<file path="src/hw/rtl/fep_pkg.sv">
package fep_pkg;

  // Default sizes of the coefficient table and of the angle iteration.
  localparam int MAX_TERMS_DEF    = 32;
  localparam int CORDIC_STEPS_DEF = 18;

  // Fixed widths of the fields and of the internal arithmetic.
  localparam int RAY_W   = 19;
  localparam int PIX_W   = 24;
  localparam int CTR_W   = 21;
  localparam int AFF_W   = 18;
  localparam int COEF_W  = 32;
  localparam int RHO_W   = 40;
  localparam int THETA_W = 23;
  localparam int NRM_W   = 27;
  localparam int RAD_W   = 54;
  localparam int XS_W    = 38;
  localparam int DIV_W   = 62;
  localparam int MUL_AW  = 41;
  localparam int MUL_BW  = 24;

  // Register indexes of the configuration port.
  typedef enum logic [2:0] {
    REG_CENTER_ROW = 3'd0,
    REG_CENTER_COL = 3'd1,
    REG_AFFINE_C   = 3'd2,
    REG_AFFINE_D   = 3'd3,
    REG_AFFINE_E   = 3'd4,
    REG_POLY_TERMS = 3'd5,
    REG_COEF_INDEX = 3'd6,
    REG_COEF_VALUE = 3'd7
  } reg_idx_t;

  // atan(2^-i) in Q2.30, zero past the end of the table.
  function automatic logic [31:0] atan_q30(input logic [5:0] i);
    logic [31:0] v;
    case (i)
      6'd0:  v = 32'd843314857;
      6'd1:  v = 32'd497837829;
      6'd2:  v = 32'd263043837;
      6'd3:  v = 32'd133525159;
      6'd4:  v = 32'd67021687;
      6'd5:  v = 32'd33543516;
      6'd6:  v = 32'd16775851;
      6'd7:  v = 32'd8388437;
      6'd8:  v = 32'd4194283;
      6'd9:  v = 32'd2097149;
      6'd10: v = 32'd1048576;
      6'd11: v = 32'd524288;
      6'd12: v = 32'd262144;
      6'd13: v = 32'd131072;
      6'd14: v = 32'd65536;
      6'd15: v = 32'd32768;
      6'd16: v = 32'd16384;
      6'd17: v = 32'd8192;
      6'd18: v = 32'd4096;
      6'd19: v = 32'd2048;
      6'd20: v = 32'd1024;
      6'd21: v = 32'd512;
      6'd22: v = 32'd256;
      6'd23: v = 32'd128;
      6'd24: v = 32'd64;
      6'd25: v = 32'd32;
      6'd26: v = 32'd16;
      6'd27: v = 32'd8;
      6'd28: v = 32'd4;
      6'd29: v = 32'd2;
      6'd30: v = 32'd1;
      default: v = 32'd0;
    endcase
    return v;
  endfunction

endpackage

</file>
<file path="src/hw/rtl/fep_mul.sv">
// Shared signed multiplier with a registered product.
module fep_mul import fep_pkg::*; #(
  parameter int AW = MUL_AW,
  parameter int BW = MUL_BW
) (
  input  logic                      clk,
  input  logic signed [AW-1:0]      a,
  input  logic signed [BW-1:0]      b,
  output logic signed [AW+BW-1:0]   p_r
);

  always_ff @(posedge clk) begin
    p_r <= a * b;
  end

endmodule

</file>
<file path="config.mk">
export PLATFORM = sky130hd
export DESIGN_NAME = fep_mul
export DESIGN_NICKNAME = d
export VERILOG_FILES = /design/src/hw/rtl/fep_pkg.sv /design/src/hw/rtl/fep_mul.sv
export SDC_FILE = /design/constraint.sdc
export NUM_CORES = 2
export LEC_CHECK = 0
export ABC_AREA = 1
export BUFFER_PORTS_ARGS = -buffer_cell sky130_fd_sc_hd__clkbuf_2
export CAP_MARGIN = 20
export CORE_UTILIZATION = 33
export CTS_CLUSTER_DIAMETER = 200
export DETAILED_ROUTE_END_ITERATION = 7
export PLACE_DENSITY_LB_ADDON = 0.08
export SYNTH_ARGS = -nofsm -noshare
export SYNTH_HDL_FRONTEND = slang
export SYNTH_SLANG_ARGS = --single-unit
export TNS_END_PERCENT = 1
</file>
<file path="constraint.sdc">
create_clock -name clk -period 8.6 [get_ports clk]
set_input_delay 0.86 -clock clk [delete_from_list [all_inputs] [get_ports clk]]
set_output_delay 0.86 -clock clk [all_outputs]
set_load 0.01 [all_outputs]
</file>
### Word-level counts from Yosys, hierarchy flattened

Cells that the tools add are included.

| storage, ports and cells | value |
|---|---|
| bits of input ports | 66 |
| flip-flop bits (word level) | 65 |

| cells by class | value |
|---|---|
| multiply operators | 1 |

Operators by type and width:

| cell | count |
|---|---|
| 41-bit by 24-bit multiplier with 65-bit output | 1 |

### Longest topological paths before layout

| logic depth | value |
|---|---|
| word-level depth | 1 |
| depth in mapped cells | 31 |
| mapped depth without buffers | 29 |

### Worst setup path before layout

No wires, ideal clock.

| timing | value |
|---|---|
| path type | input port to flip-flop |
| start | input b[1] |
| end | register p_r[64] |
| data required time | 8488 ps |
| cell stages on the path | 23 |
| data arrival time | 6701 ps |
| setup time | 112 ps |
| path slack | 1787 ps |
| buffers on the path | 2 |
| path through | clkbuf_1 > clkbuf_1 > nand2_1 > inv_1 > fa_1 > fa_1 > fa_1 > inv_1 > fa_1 > inv_1 > fa_1 > inv_1 > fa_1 > inv_1 > fa_1 > ha_1 > nand2_1 > nor2_1 > nand2_1 > nor4_2 > a21oi_1 > nand2_1 > nand2_1 |

| on the way | value |
|---|---|
| word-level cells in the longest chain between the ends | 1 |

Ends and longest elaborated chain:

| what | RTL line | RTL |
|---|---|---|
| start: declaration | fep_mul.sv:8 | `input logic signed [BW-1:0] b,` |
| 41-bit by 24-bit multiplier with 65-bit output | fep_mul.sv:13 | `p_r <= a * b;` |
| end signal: assignment | fep_mul.sv:13 |  |
| end: declaration | fep_mul.sv:9 | `output logic signed [AW+BW-1:0] p_r` |

Every way passes these cells.

### Final worst setup path

| timing | value |
|---|---|
| start | input b[3] |
| end | register p_r[57] |

The elaborated chain is that of the path after synthesis.

==> summary.md <==
| Metric | Value |
|---|---|
| Status | `finished, final reports clean` |
| CTS root buffer | `clkbuf_16` |
| Syn nets | `about 6000` |
| Initial core utilization | `between 30% and 40%` |
| Post-DP HPWL | `105000 µm` |
| Ys flop type | `dfxtp_1` |
| Syn avg cell area | `7.73 µm²` |
| Hold-fix buffers, CTS | `0` |
| TritonCTS Sinks | `65` |
| Crit Path Max Fanout | `19` |
| Worst setup EP type | `flip-flop` |
| First drt pass iteration count | `5` |
| Drt total wl | `123000 µm` |
| Wire per inst | `between 15 and 20 µm` |
| Final period utilization | `roughly 87%` |
| Number of global-route vias before repair | `roughly 31000` |
| DIE AREA | `~110000 µm²` |
| Maximum root-to-sink buffer count | `2` |
| Bufs and invs on worst path | `7` |
| Crit-path cells | `clkbuf_2 -> nand2_1 -> inv_1 -> fa_1 -> fa_1 -> inv_1 -> fa_1 -> inv_1 -> fa_1 -> fa_1 -> fa_1 -> inv_1 -> fa_1 -> inv_1 -> ha_1 -> nand2_1 -> nor2_2 -> inv_1 -> nor3_2 -> nand2_1 -> nor2_1 -> nand2_1 -> nand4_1 -> nand2_1` |
| NumNets Final | `6049` |
| Footprint of the multi-input gates | `between 20000 and 30000 µm²` |
| First-pass GRT wire length | `193000 µm` |
| RSZ-0062 raised after global routing | `false` |
| Initial DRC Count | `around 1700` |
| Startpoint Class | `primary input` |
| Worst-path clk slew | `0.06 ns` |
| Worst-Margin Slew | `slightly below 1 ns` |
| Synth Warn # | `0` |
| Final Hold Vio Count | `0` |
| Row count | `about 120` |
| Register Area | `roughly 1300 µm²` |
| Largest net degree at the start of global routing | `32` |
| Yosys top cell area share | `52.7%` |
| Total grt overflow | `0` |
| Share of post-route cells with drive strength above 1 | `under 10%` |
| Max Slew Vio Count | `0` |
| Synth Instances | `around 4800` |
| Synth area leader | `fa_1` |
| N_diodes | `0` |
| Post-CTS Setup Inserts | `0` |
| Slowest cell delay on critical path | `approximately 0.67 ns` |
| Kind of critical path | `in2reg` |
| Post-synthesis register bit count | `65` |
| DR vias/cell | `approximately 4.5` |
| Fill count | `roughly 12000` |
| Residual DRC | `0` |
| Port Buffer Count | `130` |
| Post-synth EDFFs | `0` |
| Synth top area cells | `fa_1 53%, inv_1 16%, nand2_1 14%` |
| Max-cap violations | `0` |
| Core ar. | `between 100000 and 150000 µm²` |
| Critical Path RT | `roughly 8.8 ns` |
| Post-synthesis sequential area ratio | `3.49%` |
| Commonest non-fill, non-tap cell in the layout | `inv_1` |
| Area Growth Syn to Fin | `7.34%` |
| Fin crit period | `between 7 and 8 ns` |
| Max Clock Freq | `around 0.13 GHz` |
| Slowest-stage cell, CP | `fa_1` |
| Synth cell types | `33` |
| Min-Delay Path Class | `in2reg` |
| ANT nets after route | `0` |
| Final setup vio count | `0` |
| TritonCTS clock tree | `yes` |
| Relative slew margins | `34.1%` |
| Largest registers | `p_r: 65 flops` |
| Total GRT Usage | `between 20 and 25%` |
| FFs w/ async S/R, synth | `0%` |
| Die H | `338 µm` |
| Largest register FFs | `65` |
| Cts bufs inserted | `9` |
| H-Tree Depth | `3` |
| GPL Wtd Cong | `roughly 0.89` |
| Most flops, register | `p_r` |
| IO Count | `131` |
| Via count | `around 28000` |
| DIE WIDTH | `~340 µm` |
| Worst EP arrival | `~7.7 ns` |
| Most frequent cells in the layout | `1579 x inv_1, 1401 x nand2_1, 981 x fa_1, 168 x ha_1, 130 x clkbuf_2` |
| Synthesized cell area | `roughly 37000 µm²` |
| Resized Gates After CTS | `0` |
| Most numerous cell on the critical path | `fa_1` |
| Initial antenna violation count | `3` |
| Setup TNS | `0 ns` |
| Critical path's top delay family | `adder cells` |
## cell type report
type / count / share of cell area, %
Clock buffer: 10 / 0.573
Clock inverter: 6 / 0.147
Inverter: 1581 / 14.8
Multi-Input combinational cell: 2972 / 73.2
Sequential cell: 65 / 3.25
Tap cell: 1488 / 4.66
Timing Repair Buffer: 205 / 3.35
## metal layers
| layer | global-route usage [%] | part of all wire, % |
|---|---|---|
| met1 | 34.1 | 49 |
| met2 | 36.3 | 46 |
| met3 | 2.32 | 4.3 |
| met4 | 3.47 | 1.4 |
| met5 | 0 | 0.011 |
## synth_stat cells (7+ instances only)
cell	count
inv_1	1579
nor2_1	129
o21bai_1	16
xor2_1	30
nand2_1	1401
nand2_2	9
o21ai_0	20
a21oi_1	66
nand3_1	72
or2_2	7
clkbuf_1	200
nor2_2	14
nor3_1	10
fa_1	981
nand4_1	19
ha_1	168
dfxtp_1	65
## through the flow
stage	hold slack, ns	worst slack (ns)	std cells	util (%)	instance area (µm²)
2_1_floorplan	0.958	1.79	4819	-	37300
3_3_place_gp	1.25	0.778	6311	35.7	39700
3_5_place_dp	1.25	0.830	6311	35.7	39700
4_1_cts	1.08	1.17	6327	35.9	40000
5_1_grt	1.11	0.738	6327	35.9	40000
6_report	1.11	1.16	6327	35.9	40000
## path summary, 6_finish.rpt
path / from / end / slack [ns] / depth (start not counted)
max: b[3] / p_r[57] / 1.16 / 24
min: a[0] / p_r[0] / 1.11 / 4
## cells by family (layout without fill, tap and decap cells)
family / after synthesis / after routing / synth area share [%]
xor+xnor: 36 / 36 / 0.846
flops: 65 / 65 / 3.49
fa+ha+maj: 1149 / 1149 / 58.4
simple gates: 1678 / 1678 / 17.7
buf+inv: 1782 / 1802 / 18.0
compound gates: 109 / 109 / 1.61
## worst min-delay path, delay by kind of cell
family                 cells  cell delay (ns)
buffers and inverters      3             0.45
and+or+nand+nor            1             0.12
Power is not shown: default switching activity piles up to over one toggle a cycle in this logic, so the estimate is an artifact.
